[src/umrt_pkg.sv]
// umrt_pkg: shared types and codes for the unacked message retransmit table
// depends on nothing; used by unacked_message_retransmit_table
`default_nettype none

package umrt_pkg;

  // input opcodes (in_tuser)
  localparam logic [1:0] OP_SEND = 2'd0;
  localparam logic [1:0] OP_ACK  = 2'd1;
  localparam logic [1:0] OP_TICK = 2'd2;

  // result kinds (out_tuser)
  localparam logic [2:0] KIND_SENT    = 3'd0;
  localparam logic [2:0] KIND_DROPPED = 3'd1;
  localparam logic [2:0] KIND_ACKED   = 3'd2;
  localparam logic [2:0] KIND_NO_ACK  = 3'd3;
  localparam logic [2:0] KIND_RETX    = 3'd4;

  // configuration register indexes
  localparam logic CFG_TIMEOUT  = 1'b0;
  localparam logic CFG_INTERVAL = 1'b1;

  localparam int ID_W  = 16;
  localparam int AGE_W = 8;
  localparam logic [AGE_W-1:0] AGE_MAX = 8'd255;

  typedef struct packed {
    logic [2:0]      kind;
    logic [3:0]      slot;
    logic [ID_W-1:0] msg_id;
    logic [31:0]     tx;
    logic [4:0]      pend;
  } res_t;

endpackage

`default_nettype wire

[src/unacked_message_retransmit_table.sv]
// unacked_message_retransmit_table: slot table of unacknowledged message ids with ageing
// and periodic retransmission scans; depends on umrt_pkg
// a send result goes to the hold register, then the output register; an ack scans slots
// up to a match or the last slot; a tick scans every slot, one slot read from the id/age
// memory per cycle while no retransmit waits on an output stall; throughput: one input
// transaction at a time, next one taken once the last result has moved into the output register
// reset (rst_n, synchronous): valid bits, counters and scan phase cleared, registers at
// defaults; id/age memory is not cleared, entries are only read behind a valid bit
`default_nettype none

module unacked_message_retransmit_table #(
  parameter int SLOTS = 16
) (
  input  wire logic        clk,
  input  wire logic        rst_n,
  // input stream
  input  wire logic        in_tvalid,
  output logic             in_tready,
  input  wire logic [15:0] in_tdata,   // [15:0] ack_id
  input  wire logic [1:0]  in_tuser,   // [1:0] opcode
  // result stream
  output logic             out_tvalid,
  input  wire logic        out_tready,
  output logic [63:0]      out_tdata,  // [3:0] slot, [19:4] message_id,
                                       // [51:20] transmissions, [56:52] pending, rest zero
  output logic [2:0]       out_tuser,  // [2:0] kind
  output logic             out_tlast,
  // configuration write port
  input  wire logic        cfg_we,
  input  wire logic        cfg_index,
  input  wire logic [7:0]  cfg_data
);

  localparam int IW = $clog2(SLOTS);
  localparam int PW = $clog2(SLOTS + 1);
  localparam int EW = umrt_pkg::ID_W + umrt_pkg::AGE_W;
  localparam logic [IW-1:0] LAST_IDX = IW'(SLOTS - 1);

  // sequencer states
  localparam logic [1:0] ST_IDLE  = 2'd0;
  localparam logic [1:0] ST_ACK   = 2'd1;
  localparam logic [1:0] ST_TICK  = 2'd2;
  localparam logic [1:0] ST_FLUSH = 2'd3;

  // control registers
  logic [1:0]       state_r, state_nxt;
  logic [IW-1:0]    idx_r, idx_nxt;
  logic [SLOTS-1:0] valid_r, valid_nxt;
  logic [PW-1:0]    pend_r, pend_nxt;
  logic [15:0]      next_id_r, next_id_nxt;
  logic [31:0]      tx_r, tx_nxt;
  logic [7:0]       phase_r, phase_nxt;
  logic             scan_r, scan_nxt;
  logic             hold_v_r, hold_v_nxt;
  logic             out_v_r, out_v_nxt;
  logic [7:0]       timeout_r, interval_r;

  // payload registers
  logic [15:0]      ack_id_r, ack_id_nxt;
  umrt_pkg::res_t   hold_r, hold_nxt;
  umrt_pkg::res_t   out_r;
  logic             out_last_r;

  // id/age memory, one write and one registered read per cycle
  logic [EW-1:0]    mem [SLOTS];
  logic             mem_we;
  logic [IW-1:0]    mem_waddr;
  logic [EW-1:0]    mem_wdata;
  logic             rd_en;
  logic [IW-1:0]    rd_addr;
  logic [EW-1:0]    rdata_r;

  always_ff @(posedge clk) begin
    if (mem_we) begin
      mem[mem_waddr] <= mem_wdata;
    end
    if (rd_en) begin
      rdata_r <= mem[rd_addr];
    end
  end

  logic [15:0] rd_id;
  logic [7:0]  rd_age;
  assign rd_id  = rdata_r[EW-1:umrt_pkg::AGE_W];
  assign rd_age = rdata_r[umrt_pkg::AGE_W-1:0];

  // lowest free slot
  logic          free_found;
  logic [IW-1:0] free_idx;
  always_comb begin
    free_found = 1'b0;
    free_idx   = '0;
    for (int i = SLOTS - 1; i >= 0; i--) begin
      if (!valid_r[i]) begin
        free_found = 1'b1;
        free_idx   = IW'(i);
      end
    end
  end

  logic out_free;
  assign out_free = !out_v_r || out_tready;

  // scan interval of zero behaves as one
  logic [8:0] interval_eff, phase_inc;
  assign interval_eff = (interval_r == 8'd0) ? 9'd1 : {1'b0, interval_r};
  assign phase_inc    = {1'b0, phase_r} + 9'd1;

  // tick sweep: saturating age and timeout check for the slot in rdata_r
  logic [7:0] age_inc;
  logic       cur_valid, tick_hit, ack_hit;
  assign cur_valid = valid_r[idx_r];
  assign age_inc   = (rd_age == umrt_pkg::AGE_MAX) ? rd_age : rd_age + 8'd1;
  assign tick_hit  = cur_valid && scan_r && (age_inc > timeout_r);
  assign ack_hit   = cur_valid && (rd_id == ack_id_r);

  // moving a result out of the hold register
  logic           out_load, out_load_last;

  always_comb begin
    state_nxt     = state_r;
    idx_nxt       = idx_r;
    valid_nxt     = valid_r;
    pend_nxt      = pend_r;
    next_id_nxt   = next_id_r;
    tx_nxt        = tx_r;
    phase_nxt     = phase_r;
    scan_nxt      = scan_r;
    hold_v_nxt    = hold_v_r;
    hold_nxt      = hold_r;
    ack_id_nxt    = ack_id_r;
    mem_we        = 1'b0;
    mem_waddr     = idx_r;
    mem_wdata     = rdata_r;
    rd_en         = 1'b0;
    rd_addr       = '0;
    out_load      = 1'b0;
    out_load_last = 1'b0;

    unique case (state_r)
      ST_IDLE: begin
        if (in_tvalid) begin
          unique case (in_tuser)
            umrt_pkg::OP_SEND: begin
              // the id is consumed and the frame counted even when the table is full
              next_id_nxt = next_id_r + 16'd1;
              tx_nxt      = tx_r + 32'd1;
              hold_v_nxt  = 1'b1;
              state_nxt   = ST_FLUSH;
              if (free_found) begin
                valid_nxt[free_idx] = 1'b1;
                pend_nxt  = pend_r + PW'(1);
                mem_we    = 1'b1;
                mem_waddr = free_idx;
                mem_wdata = {next_id_r, 8'd0};
                hold_nxt  = '{kind: umrt_pkg::KIND_SENT, slot: 4'(free_idx),
                              msg_id: next_id_r, tx: tx_r + 32'd1,
                              pend: 5'(pend_r + PW'(1))};
              end else begin
                hold_nxt  = '{kind: umrt_pkg::KIND_DROPPED, slot: 4'd0,
                              msg_id: next_id_r, tx: tx_r + 32'd1, pend: 5'(pend_r)};
              end
            end
            umrt_pkg::OP_ACK: begin
              ack_id_nxt = in_tdata;
              rd_en      = 1'b1;
              idx_nxt    = '0;
              state_nxt  = ST_ACK;
            end
            umrt_pkg::OP_TICK: begin
              if (phase_inc >= interval_eff) begin
                phase_nxt = 8'd0;
                scan_nxt  = 1'b1;
              end else begin
                phase_nxt = phase_inc[7:0];
                scan_nxt  = 1'b0;
              end
              rd_en     = 1'b1;
              idx_nxt   = '0;
              state_nxt = ST_TICK;
            end
            default: begin
              // unused opcode: dropped without effect
            end
          endcase
        end
      end

      ST_ACK: begin
        // hold is empty here, an ack gives exactly one result
        if (ack_hit) begin
          valid_nxt[idx_r] = 1'b0;
          pend_nxt   = pend_r - PW'(1);
          hold_v_nxt = 1'b1;
          hold_nxt   = '{kind: umrt_pkg::KIND_ACKED, slot: 4'(idx_r), msg_id: ack_id_r,
                         tx: tx_r, pend: 5'(pend_r - PW'(1))};
          state_nxt  = ST_FLUSH;
        end else if (idx_r == LAST_IDX) begin
          hold_v_nxt = 1'b1;
          hold_nxt   = '{kind: umrt_pkg::KIND_NO_ACK, slot: 4'd0, msg_id: ack_id_r,
                         tx: tx_r, pend: 5'(pend_r)};
          state_nxt  = ST_FLUSH;
        end else begin
          idx_nxt = idx_r + IW'(1);
          rd_en   = 1'b1;
          rd_addr = idx_r + IW'(1);
        end
      end

      ST_TICK: begin
        // a retransmit waits while the previous one cannot leave the hold register;
        // rdata_r keeps the current slot because no read is issued meanwhile
        if (!(tick_hit && hold_v_r && !out_free)) begin
          if (cur_valid) begin
            mem_we    = 1'b1;
            mem_waddr = idx_r;
            mem_wdata = {rd_id, tick_hit ? 8'd0 : age_inc};
          end
          if (tick_hit) begin
            tx_nxt     = tx_r + 32'd1;
            out_load   = hold_v_r;
            hold_v_nxt = 1'b1;
            hold_nxt   = '{kind: umrt_pkg::KIND_RETX, slot: 4'(idx_r), msg_id: rd_id,
                           tx: tx_r + 32'd1, pend: 5'(pend_r)};
          end
          if (idx_r == LAST_IDX) begin
            state_nxt = ST_FLUSH;
          end else begin
            idx_nxt = idx_r + IW'(1);
            rd_en   = 1'b1;
            rd_addr = idx_r + IW'(1);
          end
        end
      end

      ST_FLUSH: begin
        // the held result is the final one of the transaction
        if (!hold_v_r) begin
          state_nxt = ST_IDLE;
        end else if (out_free) begin
          out_load      = 1'b1;
          out_load_last = 1'b1;
          hold_v_nxt    = 1'b0;
          state_nxt     = ST_IDLE;
        end
      end

      default: begin
        state_nxt = ST_IDLE;
      end
    endcase
  end

  assign out_v_nxt = out_load ? 1'b1 : (out_tready ? 1'b0 : out_v_r);

  // control state
  always_ff @(posedge clk) begin
    if (!rst_n) begin
      state_r    <= ST_IDLE;
      idx_r      <= '0;
      valid_r    <= '0;
      pend_r     <= '0;
      next_id_r  <= '0;
      tx_r       <= '0;
      phase_r    <= '0;
      scan_r     <= 1'b0;
      hold_v_r   <= 1'b0;
      out_v_r    <= 1'b0;
      timeout_r  <= 8'd2;
      interval_r <= 8'd1;
    end else begin
      state_r   <= state_nxt;
      idx_r     <= idx_nxt;
      valid_r   <= valid_nxt;
      pend_r    <= pend_nxt;
      next_id_r <= next_id_nxt;
      tx_r      <= tx_nxt;
      phase_r   <= phase_nxt;
      scan_r    <= scan_nxt;
      hold_v_r  <= hold_v_nxt;
      out_v_r   <= out_v_nxt;
      if (cfg_we) begin
        unique case (cfg_index)
          umrt_pkg::CFG_TIMEOUT:  timeout_r  <= cfg_data;
          umrt_pkg::CFG_INTERVAL: interval_r <= cfg_data;
          default: begin
          end
        endcase
      end
    end
  end

  // payload
  always_ff @(posedge clk) begin
    ack_id_r <= ack_id_nxt;
    hold_r   <= hold_nxt;
    if (out_load) begin
      out_r      <= hold_r;
      out_last_r <= out_load_last;
    end
  end

  assign in_tready  = (state_r == ST_IDLE);
  assign out_tvalid = out_v_r;
  assign out_tdata  = {7'd0, out_r.pend, out_r.tx, out_r.msg_id, out_r.slot};
  assign out_tuser  = out_r.kind;
  assign out_tlast  = out_last_r;

  // occupancy counter tracks the valid bits
  a_pend_count: assert property (@(posedge clk) disable iff (!rst_n)
    pend_r == PW'($countones(valid_r)))
    else $error("pending count differs from valid bits");

  // nothing left in the hold register once the sequencer is idle
  a_hold_idle: assert property (@(posedge clk) disable iff (!rst_n)
    (state_r == ST_IDLE) |-> !hold_v_r)
    else $error("held result left behind at idle");

  // a send always produces a held result in the following cycle
  a_send_result: assert property (@(posedge clk) disable iff (!rst_n)
    (in_tvalid && in_tready && in_tuser == umrt_pkg::OP_SEND) |=>
      (hold_v_r && state_r == ST_FLUSH))
    else $error("send transaction produced no result");

endmodule

`default_nettype wire

[config.mk]
export PLATFORM = sky130hd
export DESIGN_NAME = unacked_message_retransmit_table
export DESIGN_NICKNAME = d
export VERILOG_FILES = /design/src/umrt_pkg.sv /design/src/unacked_message_retransmit_table.sv
export SDC_FILE = /design/constraint.sdc
export NUM_CORES = 1
export LEC_CHECK = 0
export BUFFER_PORTS_ARGS = -buffer_cell sky130_fd_sc_hd__buf_2
export CAP_MARGIN = 20
export CORE_ASPECT_RATIO = 0.9
export CORE_UTILIZATION = 45
export DETAILED_ROUTE_END_ITERATION = 12
export GPL_ROUTABILITY_DRIVEN = 0
export PLACE_DENSITY = 0.74
export SLEW_MARGIN = 20
export SYNTH_ARGS = -nofsm -noshare
export SYNTH_HDL_FRONTEND = slang
export SYNTH_SLANG_ARGS = --single-unit
[constraint.sdc]
create_clock -name clk -period 7.4 [get_ports clk]
set_input_delay 0.74 -clock clk [delete_from_list [all_inputs] [get_ports clk]]
set_output_delay 0.74 -clock clk [all_outputs]
set_load 0.1 [all_outputs]
Word-level counts from Yosys, hierarchy flattened
Memories as Yosys holds them, arrays and structs flattened. A register that Yosys moved wholly into a read port is not among the register bits.
Cells that the tools add are included.
{"block": "op_classes", "bitwise_logic": 4, "multipliers": 0, "n_reduce_logical": 29, "magnitude_cmp": 6, "div": 0, "eq_ne": 19, "n_addsub": 7, "shifts": 0, "mux": 124}
{"operator": "$mux 60", "n": 6}
{"operator": "$pmux 60 s3", "n": 1}
{"operator": "$mux 32", "n": 4}
{"operator": "$mux 4", "n": 28}
{"operator": "$mux 24", "n": 3}
{"operator": "$mux 16", "n": 4}
{"operator": "$pmux 32 s2", "n": 1}
{"operator": "$mux 58", "n": 1}
{"operator": "$mux 8", "n": 6}
{"operator": "$pmux 24 s2", "n": 1}
{"operator": "$mux 1", "n": 46}
{"operator": "$add 32x1->32 const B", "n": 1}
{"operator": "$pmux 16 s2", "n": 1}
{"operator": "$mux 5", "n": 4}
{"operator": "$reduce_and 5->1", "n": 4}
{"operator": "$add 16x1->16 const B", "n": 1}
{"operator": "$and 16x16->16", "n": 1}
{"operator": "$eq 16x16->1", "n": 1}
{"operator": "$not 16->16", "n": 1}
{"operator": "$or 16x16->16", "n": 1}
{"operator": "$mux 2", "n": 6}
{"operator": "$ne 2x2->1 const B", "n": 6}
{"operator": "$pmux 4 s3", "n": 1}
{"operator": "$lt 4x5->1 const B", "n": 2}
{"operator": "37 further kinds", "n": 58}
{"block": "word_totals", "latch_bits": 0, "rom_bits": 0, "ram_bits": 384, "register_bits": 239, "out_inout_bits": 70, "mem_count": 1}
{"memory": "mem", "depth": 16, "word_bits": 24, "read_ports": 1, "rd_clocked_by_memory_dff": 1, "wr": 1, "line": "unacked_message_retransmit_table.sv:65", "rtl": "logic [EW-1:0] mem [SLOTS];"}

Depth between registers and ports, before layout
Gate-level depths: netlist (run 1).
{"block": "depth", "depth_word": 25, "ltp_mapped": 19, "ltp_nobuf": 17}

Worst setup path before layout (run 1)
No wires, ideal clock.
{"block": "synth_path", "path_type": "register to register", "startpoint": "reg rdata_r[0] (read register of mem)", "endpoint": "reg out_r, in the netlist out_tdata[0] (enable)", "path_buffers": 0, "stages_incl_launch_ff": 15, "setup_time_ns": 0.570, "required_ns": 6.830, "arrival_ns": 7.048, "synth_period_minus_slack_ns": 7.618, "slack_ns": -0.218, "path_cell_list": "edfxtp_1 ha_1 nand2_1 nor2_1 and3_1 nor2_1 nand3_1 xnor2_1 ha_1 a21oi_1 o211ai_1 o211ai_1 nor2_1 a21oi_1 nor3b_1"}
{"block": "synth_between", "elab_chain_len": 8}
{"element": "start, declared", "line": "unacked_message_retransmit_table.sv:71", "rtl": "logic [EW-1:0] rdata_r;"}
{"element": "$add 8x1->8 or $eq 8x8->1 (tied branches)", "line": "unacked_message_retransmit_table.sv:113", "rtl": "assign age_inc = (rd_age == umrt_pkg::AGE_MAX) ? rd_age : rd_age + 8'd1;"}
{"element": "$mux 8 *", "line": "unacked_message_retransmit_table.sv:113"}
{"element": "$gt 8x8->1 *", "line": "unacked_message_retransmit_table.sv:114", "rtl": "assign tick_hit = cur_valid && scan_r && (age_inc > timeout_r);"}
{"element": "$logic_and 1x1->1 *", "line": "unacked_message_retransmit_table.sv:114"}
{"element": "$logic_and 1x1->1 (2 in a row)", "line": "unacked_message_retransmit_table.sv:213", "rtl": "if (!(tick_hit && hold_v_r && !out_free)) begin"}
{"element": "$mux 1 *", "line": "unacked_message_retransmit_table.sv:213"}
{"element": "$pmux 1 s2 *", "line": "unacked_message_retransmit_table.sv:140", "rtl": "unique case (state_r)"}
{"element": "net out_load", "line": "unacked_message_retransmit_table.sv:118", "rtl": "logic out_load, out_load_last;"}
{"element": "end signal, assigned", "line": "unacked_message_retransmit_table.sv:298", "rtl": "out_r <= hold_r;"}
{"element": "end, declared", "line": "unacked_message_retransmit_table.sv:61", "rtl": "umrt_pkg::res_t out_r;"}
Mark *: on every way through the listed nets, which the timed path passes. The rest lies on a longest branch.
A chain may end at the register's enable or synchronous reset.

Worst setup path in the final report (run 1)
{"block": "layout_path", "startpoint": "reg rdata_r[0] (read register of mem)", "endpoint": "reg rdata_r[3] (read register of mem) (data pin)"}
{"block": "layout_between", "elab_chain_len": 8}
{"element": "$add 8x1->8 or $eq 8x8->1 (tied branches)", "line": "unacked_message_retransmit_table.sv:113"}
{"element": "$mux 8 *", "line": "unacked_message_retransmit_table.sv:113"}
{"element": "$gt 8x8->1 *", "line": "unacked_message_retransmit_table.sv:114"}
{"element": "$logic_and 1x1->1 *", "line": "unacked_message_retransmit_table.sv:114"}
{"element": "$logic_and 1x1->1 * (2 in a row)", "line": "unacked_message_retransmit_table.sv:213"}
{"element": "$mux 1 or $mux 4 (tied branches)", "line": "unacked_message_retransmit_table.sv:213"}
{"element": "$pmux 1 s3 or $pmux 4 s2 (tied branches)", "line": "unacked_message_retransmit_table.sv:140"}
Every way passes the cells marked *; elsewhere a longest branch is shown, timed or not.

==> results of run 1 <==
## how the worst max path moves through the flow
stage | startpoint | slack, ns | endpoint | cells after the start
after floorplan | rdata_r[0] | 1.29 | hold_r[0] | 16
after global placement | rdata_r[0] | 2.32 | rdata_r[21] | 19
after detailed placement | rdata_r[0] | 2.11 | rdata_r[19] | 19
after CTS | rdata_r[0] | 2.10 | rdata_r[19] | 19
after global routing | rdata_r[0] | 1.80 | rdata_r[3] | 19
final | rdata_r[0] | 2.12 | rdata_r[3] | 19
## cells in the final DEF, fill, tap and decap left out, types with 38 or more instances in the layout
cell type	n
o21ai_0	183
a21oi_1	49
nor2_1	60
nand3_1	46
mux2i_1	103
edfxtp_1	545
and2_1	55
buf_4	38
clkbuf_16	69
buf_2	94
a221oi_1	72
dfxtp_1	102
nand2_1	169
xnor2_1	68
## critical path, cell delays in order, from the launching register on
cell	delay, ns
edfxtp_1	0.50
ha_1	0.29
nand2_1	0.10
nor2_1	0.09
and3_1	0.26
nor2_1	0.24
nand3_1	0.14
xnor2_1	0.21
ha_1	0.28
a21oi_1	0.20
o211ai_1	0.12
o211ai_1	0.18
buf_4	0.23
o311a_4	0.26
o21ai_1	0.17
nor2_4	0.65
buf_4	0.51
a221oi_1	0.13
or3_1	0.37
o31ai_1	0.11
## stage by stage
step	std cells	utilization [%]
floorplan	2035	-
global placement	2827	47.8
detailed placement	2827	47.8
CTS	2939	51.3
global route	2941	51.4
finish	2941	51.4
## cells by family (layout without fill, tap and decap cells)
family                     Yosys count  after routing  share of synthesized area [%]
DFF                                647            647                           67.3
and+or+nand+nor                    498            498                           9.00
AOI/OAI and AO/OA                  496            496                           12.7
buffers and inverters              160            283                           2.57
muxes                              110            110                           4.22
xor gates and xnor gates            82             82                           2.62
adders and majority gates           35             35                           1.60
other                                1              7                         0.0137
## layout make-up
class                           instances  area (µm²)  share of cell area, %
Sequential cell                       647       18400                   59.7
Multi-Input combinational cell       1228        8410                   27.3
Clock buffer                           74        1750                   5.66
Tap cell                              783         980                   3.18
Timing Repair Buffer                  134         811                   2.63
Clock inverter                         38         328                   1.06
Inverter                               37         139                  0.451
## per-layer routing
| layer | track usage, % | share of wire [%] |
|---|---|---|
| met4 | 6.66 | 2.9 |
| met5 | 0 | 0 |
| met3 | 3.86 | 9.4 |
| met1 | 28.1 | 40 |
| met2 | 32.9 | 47 |
## power by group
group          leakage (nW)  internal (W)  switching (W)
sequential             5.80       0.00478       0.000238
combinational          3.38      0.000790        0.00173
clock                  1.02       0.00187        0.00136
## registers in the layout (all words and copies together) (netlist names)
| signal | cells |
|---|---|
| pend_r | 5 |
| out_tdata | 57 |
| out_tuser | 3 |
| out_tlast | 1 |
| rdata_r | 24 |
| mem | 384 |
| next_id_r | 16 |
| tx_r | 32 |
| ack_id_r | 16 |
| state_r | 2 |
| hold_v_r | 1 |
| timeout_r | 8 |
| interval_r | 8 |
| out_tvalid | 1 |
| scan_r | 1 |
| hold_r | 60 |
| phase_r | 8 |
| idx_r | 4 |
| valid_r | 16 |
==> impl_metrics.env, run 1 <==
export IMPL_drive_above_1_share_pct=13.5
export IMPL_yosysTopAreaCellShare_pct=59.8
export IMPL_whs_ns=0.311
export IMPL_synth_area_leader_cell="edfxtp_1"
export IMPL_ios=102
export IMPL_wl_um=63700
export IMPL_fillCellCount=4884
export IMPL_io_buffers=94
export IMPL_p_leak_nw=10.2
export IMPL_syn_instance_count=2029
export IMPL_vias=17500
export IMPL_fin_crit_ns=5.28
export IMPL_finalWorstSetupSlack_ns=2.12
export IMPL_syn2layout_area_growth_pct=12.6
export IMPL_worst_slew_pin_slew_ns=1.02
export IMPL_dominantRegCellSynth="edfxtp_1"
export IMPL_hold_path_startpoint="in_tdata[10]"
export IMPL_synth_area_leaders="edfxtp_1 60%, dfxtp_1 7.5%, mux2i_1 3.8%"
export IMPL_clk_pin_slew_ns=0.06
export IMPL_hold_end="ack_id_r[10]"
export IMPL_dieHeight_um=236
export IMPL_synth_most_common_cell="edfxtp_1"
export IMPL_worstSkewPairLatency_ns=0.60
export IMPL_rsz0062_at_grt="no"
export IMPL_dr_first_iter_drc_count=2191
export IMPL_run_status="finished clean"
export IMPL_hp_class="in2reg"
export IMPL_placedInstanceArea_mm2=0.0287
export IMPL_grt_pass1_wl_um=97300
export IMPL_p_total_w=0.0108
export IMPL_cts_root_buf="clkbuf_16"
export IMPL_ys_warn_count=0
export IMPL_setup_violations=0
export IMPL_grt_start_max_net_pins=105
export IMPL_maxSlewHeadroom_pct=32.0
export IMPL_timing_rr_start="rdata_r[0]"
export IMPL_cp_max_fo=35
export IMPL_synth_avg_cell_area_um2=13.5
export IMPL_r2r_end="rdata_r[3]"
export IMPL_async_reset_ff_share_pct=0
export IMPL_drc=0
export IMPL_htreeDepth=3
export IMPL_ys_types=72
export IMPL_cts_buffers=66
export IMPL_dp_slack_ns=2.11
export IMPL_max_freq_mhz=189
export IMPL_criticalPathCategory="reg2reg"
export IMPL_antenna_left=0
export IMPL_antenna_cells=0
export IMPL_die_x_um=262
export IMPL_reg2reg_depth=19
export IMPL_start_util_pct=45.6
export IMPL_cp_arrival_ns=5.66
export IMPL_crit_path_end_kind="flop"
export IMPL_ir_drop_v=0.000291
export IMPL_nets=2181
export IMPL_final_period_utilization_pct=71.4
export IMPL_final_area_mm2=0.0308
export IMPL_dpl_hpwl_um=38900
export IMPL_cts_tree="built"
export IMPL_cts_sinks=647
export IMPL_rows=85
export IMPL_core_mm2=0.0600
export IMPL_synth_seq_cells=647
export IMPL_antenna_found_initial=0
export IMPL_drv_cap=0
export IMPL_fp_dieArea_mm2=0.0618
export IMPL_grt_pass1_vias=16800
export IMPL_fin_skew_ns=0.0201
export IMPL_synthTopCellsByCount="545 x edfxtp_1, 183 x o21ai_0, 169 x nand2_1"
export IMPL_via_per_inst=5.95
export IMPL_critPathRequiredTime_ns=7.78
export IMPL_syn_area_mm2=0.0274
export IMPL_firstDrtPassIters=7
export IMPL_grt_ovfl_total=0
export IMPL_start_kind="flop"
export IMPL_setup_tns_ns=0
export IMPL_wire_per_inst_um=21.7
export IMPL_ctsLongestPathBuffers=3
export IMPL_synth_edf_count=545
export IMPL_slew_violations=0
export IMPL_cts_resized=0
export IMPL_cellPowerDensity_mw_per_mm2=349
export IMPL_worstHoldPathCells=1
export IMPL_grt_usage_pct=20.5
export IMPL_post_cts_setup_buffer_count=0
export IMPL_ff2ff_setup_slack_ns=2.12
export IMPL_ys_seq_area_share_pct=67.3
export IMPL_hold_viol=0
export IMPL_hold_buffers=0
Note: power is estimated with default switching activity, not from simulation.
==> run 2, diff against run 1 <==
Settings changed: ABC_AREA set to 1.
Clock period 7.4 ns to 4.7 ns, I/O delays scaled along.
==> run 2 against run 1 <==
Net effect: non-clock buffer count grew 39; total power grew 93%; final cell count grew 31%; sequential share of layout area shrank 4.4 points; worst setup slack lost 1.9 ns; wire length grew 9.1%; synthesized cell count grew 41%; clock power grew 67%; fmax grew 19%; global-route usage grew 0.43 points; clock skew grew 0.0095 ns; largest cell class unchanged; critical endpoint is now mem[3][18].
==> impl_metrics.env, run 2 <==
export IMPL_synth_area_leader_cell="edfxtp_1"
export IMPL_dpl_hpwl_um=42200
export IMPL_crit_path_end_kind="flop"
export IMPL_synth_edf_count=545
export IMPL_ctsLongestPathBuffers=3
export IMPL_grt_pass1_vias=19600
export IMPL_worstSkewPairLatency_ns=0.62
export IMPL_synthTopCellsByCount="545 x edfxtp_1, 443 x nand2_1, 394 x nand3_1"
export IMPL_grt_ovfl_total=0
export IMPL_post_cts_setup_buffer_count=0
export IMPL_vias=20900
export IMPL_cts_tree="built"
export IMPL_worst_slew_pin_slew_ns=0.974
export IMPL_cell_internal_pwr_w=0.0129
export IMPL_criticalPathCategory="reg2reg"
export IMPL_nets=3027
export IMPL_regMostFlops="mem"
export IMPL_synth_seq_cells=647
export IMPL_clk_pin_slew_ns=0.06
export IMPL_switching_share_pct=37.9
export IMPL_slew_violations=0
export IMPL_most_common_layout_cells="545 x edfxtp_1, 441 x nand2_1, 394 x nand3_1"
export IMPL_start_kind="flop"
export IMPL_multi_input_area_mm2=0.00889
export IMPL_syn2layout_area_growth_pct=14.0
export IMPL_pwr_share_comb_pct=33.6
export IMPL_run_status="finished clean"
export IMPL_final_period_utilization_pct=94.7
export IMPL_setup_violations=0
export IMPL_hp_class="in2reg"
export IMPL_crit_chain="ha_1 > nand2_1 > nor3_1 > inv_1 > nor2_1 > inv_1 > nor2_1 > inv_1 > o21ai_0 > ha_1 > nand2_1 > nand2_1 > nand2_1 > nand2_1 > nand2_1 > a21oi_2 > nand3_2 > nand2_1 > o21ai_0 > nand3_1 > nor2_4 > buf_4"
export IMPL_critPathTopFamily="simple AND/OR/NAND/NOR gates"
export IMPL_ys_types=45
export IMPL_htreeDepth=3
export IMPL_worst_path_most_repeated_cell="nand2_1"
export IMPL_cp_slowest_stage_delay_ns=0.43
export IMPL_synth_avg_cell_area_um2=10.2
export IMPL_ir_drop_v=0.000593
export IMPL_fillCellCount=5438
export IMPL_dominantRegCellSynth="edfxtp_1"
export IMPL_final_common_cell="edfxtp_1"
export IMPL_cellPowerDensity_mw_per_mm2=625
export IMPL_firstDrtPassIters=8
export IMPL_fin_crit_ns=4.45
export IMPL_start_util_pct=45.5
export IMPL_wire_per_inst_um=18.0
export IMPL_wl_um=69500
export IMPL_synth_most_common_cell="edfxtp_1"
export IMPL_fin_skew_ns=0.0296
export IMPL_antenna_cells=0
export IMPL_p_leak_nw=12.6
export IMPL_p_switching_w=0.00788
export IMPL_fp_dieArea_mm2=0.0658
export IMPL_seq_power_share_pct=40.3
export IMPL_grt_pass1_wl_um=109000
export IMPL_clock_power_share_pct=26.0
export IMPL_largest_reg_flops=384
export IMPL_placedInstanceArea_mm2=0.0310
export IMPL_grt_usage_pct=21.0
export IMPL_dr_first_iter_drc_count=2135
export IMPL_maxSlewHeadroom_pct=34.8
export IMPL_rsz0062_at_grt="yes"
export IMPL_async_reset_ff_share_pct=0
export IMPL_cp_arrival_ns=4.72
export IMPL_final_seq_area_mm2=0.0184
export IMPL_drv_cap=0
export IMPL_hold_buffers=0
export IMPL_max_freq_mhz=225
export IMPL_critPathRequiredTime_ns=4.97
export IMPL_grt_start_max_net_pins=135
export IMPL_synth_area_leaders="edfxtp_1 56%, dfxtp_1 7.0%, nand3_1 6.8%"
export IMPL_antenna_left=0
export IMPL_worst_path_buf_inv=4
export IMPL_crit_path_top_delay_cell="nand3_1"
export IMPL_final_util_pct=51.9
export IMPL_ys_seq_area_share_pct=63.1
export IMPL_cts_sinks=647
export IMPL_io_buffers=94
export IMPL_cts_root_buf="clkbuf_16"
export IMPL_dieHeight_um=244
export IMPL_drc=0
export IMPL_antenna_found_initial=1
export IMPL_ys_warn_count=0
export IMPL_drive_above_1_share_pct=10.4
export IMPL_cp_max_fo=15
export IMPL_rows=88
export IMPL_core_mm2=0.0641
export IMPL_yosysTopAreaCellShare_pct=56.1
export IMPL_via_per_inst=5.39
export IMPL_final_area_mm2=0.0332
export IMPL_hold_viol=0
export IMPL_cts_buffers=69
export IMPL_die_x_um=270
export IMPL_syn_area_mm2=0.0292
export IMPL_syn_instance_count=2861
export IMPL_ios=102
[run 2: cell count changes in the layout (fill, tap and decap cells not counted), moves of 54 or more]
| cell | previous run | this run |
|---|---|---|
| a221oi_1 | 72 | 0 |
| a21oi_1 | 49 | 107 |
| mux2i_1 | 103 | 0 |
| inv_1 | 36 | 349 |
| nor2_1 | 60 | 274 |
| nand3_1 | 46 | 394 |
| nand3b_1 | 2 | 123 |
| o21ai_0 | 183 | 113 |
| nand2_1 | 169 | 441 |
| xnor2_1 | 68 | 14 |
[run 2: area by class of cell]
cell class              instances  area share, %
inverters                     356           4.02
clock inverters                35           1.26
repair buffers                173           3.91
well taps                     855           3.22
flip-flops and latches        647           55.4
clock buffers                  88           5.49
multi-input cells            1713           26.7
[run 2: cells by family (layout without fill, tap and decap cells)]
group                    count (synthesis)  after routing  share of synthesized area, %
AND/OR/NAND/NOR                       1314           1314                          20.7
flip-flops                             647            647                          63.1
buffers and inverters                  507            652                          7.17
AO/OA/AOI/OAI                          298            298                          5.71
XOR/XNOR                                59             59                          1.77
adder cells (fa/ha/maj)                 35             35                          1.50
other                                    1              7                        0.0129
[run 2: routing by layer]
metal	track usage, %	share of wire [%]	vias to the layer above
li1	-	-	9943
met1	29.3	43	9850
met2	32.6	46	936
met3	4.00	8.7	131
met4	7.38	2.6	0
met5	0	0	-
[run 2: power by group through the flow]
stage	logic, W	registers, W	clock network, W
after floorplan	0.00457	0.00849	0
final	0.00698	0.00838	0.00541
after global placement	0.00673	0.00844	0
after detailed placement	0.00684	0.00848	0
after CTS	0.00689	0.00837	0.00548
after global routing	0.00764	0.00843	0.00569
[run 2: timing repair]
item / CTS / global route
setup endpoints to repair: 0 / 206
gates resized for setup: 0 / 1
hold endpoints to repair: 0 / 0
[run 2: per-stage QoR]
step                      setup WS (ns)  total power (W)  cells  hold slack, ns  TNS, ns
after CTS                         0.299           0.0207   3867         0.00444        0
after floorplan                   0.101           0.0131   2867           0.400        0
after global routing            -0.0382           0.0218   3867          0.0142   -0.551
final                             0.250           0.0208   3867          0.0277        0
after detailed placement          0.316           0.0153   3744           0.405        0
after global placement            0.348           0.0152   3744           0.401        0
[run 2: path summary, 6_finish.rpt]
kind | from | endpoint | slack (ns) | cells past startpoint
max | rdata_r[0] | mem[3][18] | 0.25 | 22
min reg2reg | hold_r[16] | out_tdata[31] | 0.41 | 0
min | in_tdata[6] | ack_id_r[6] | 0.03 | 1
max reg2reg | rdata_r[0] | mem[3][18] | 0.25 | 22
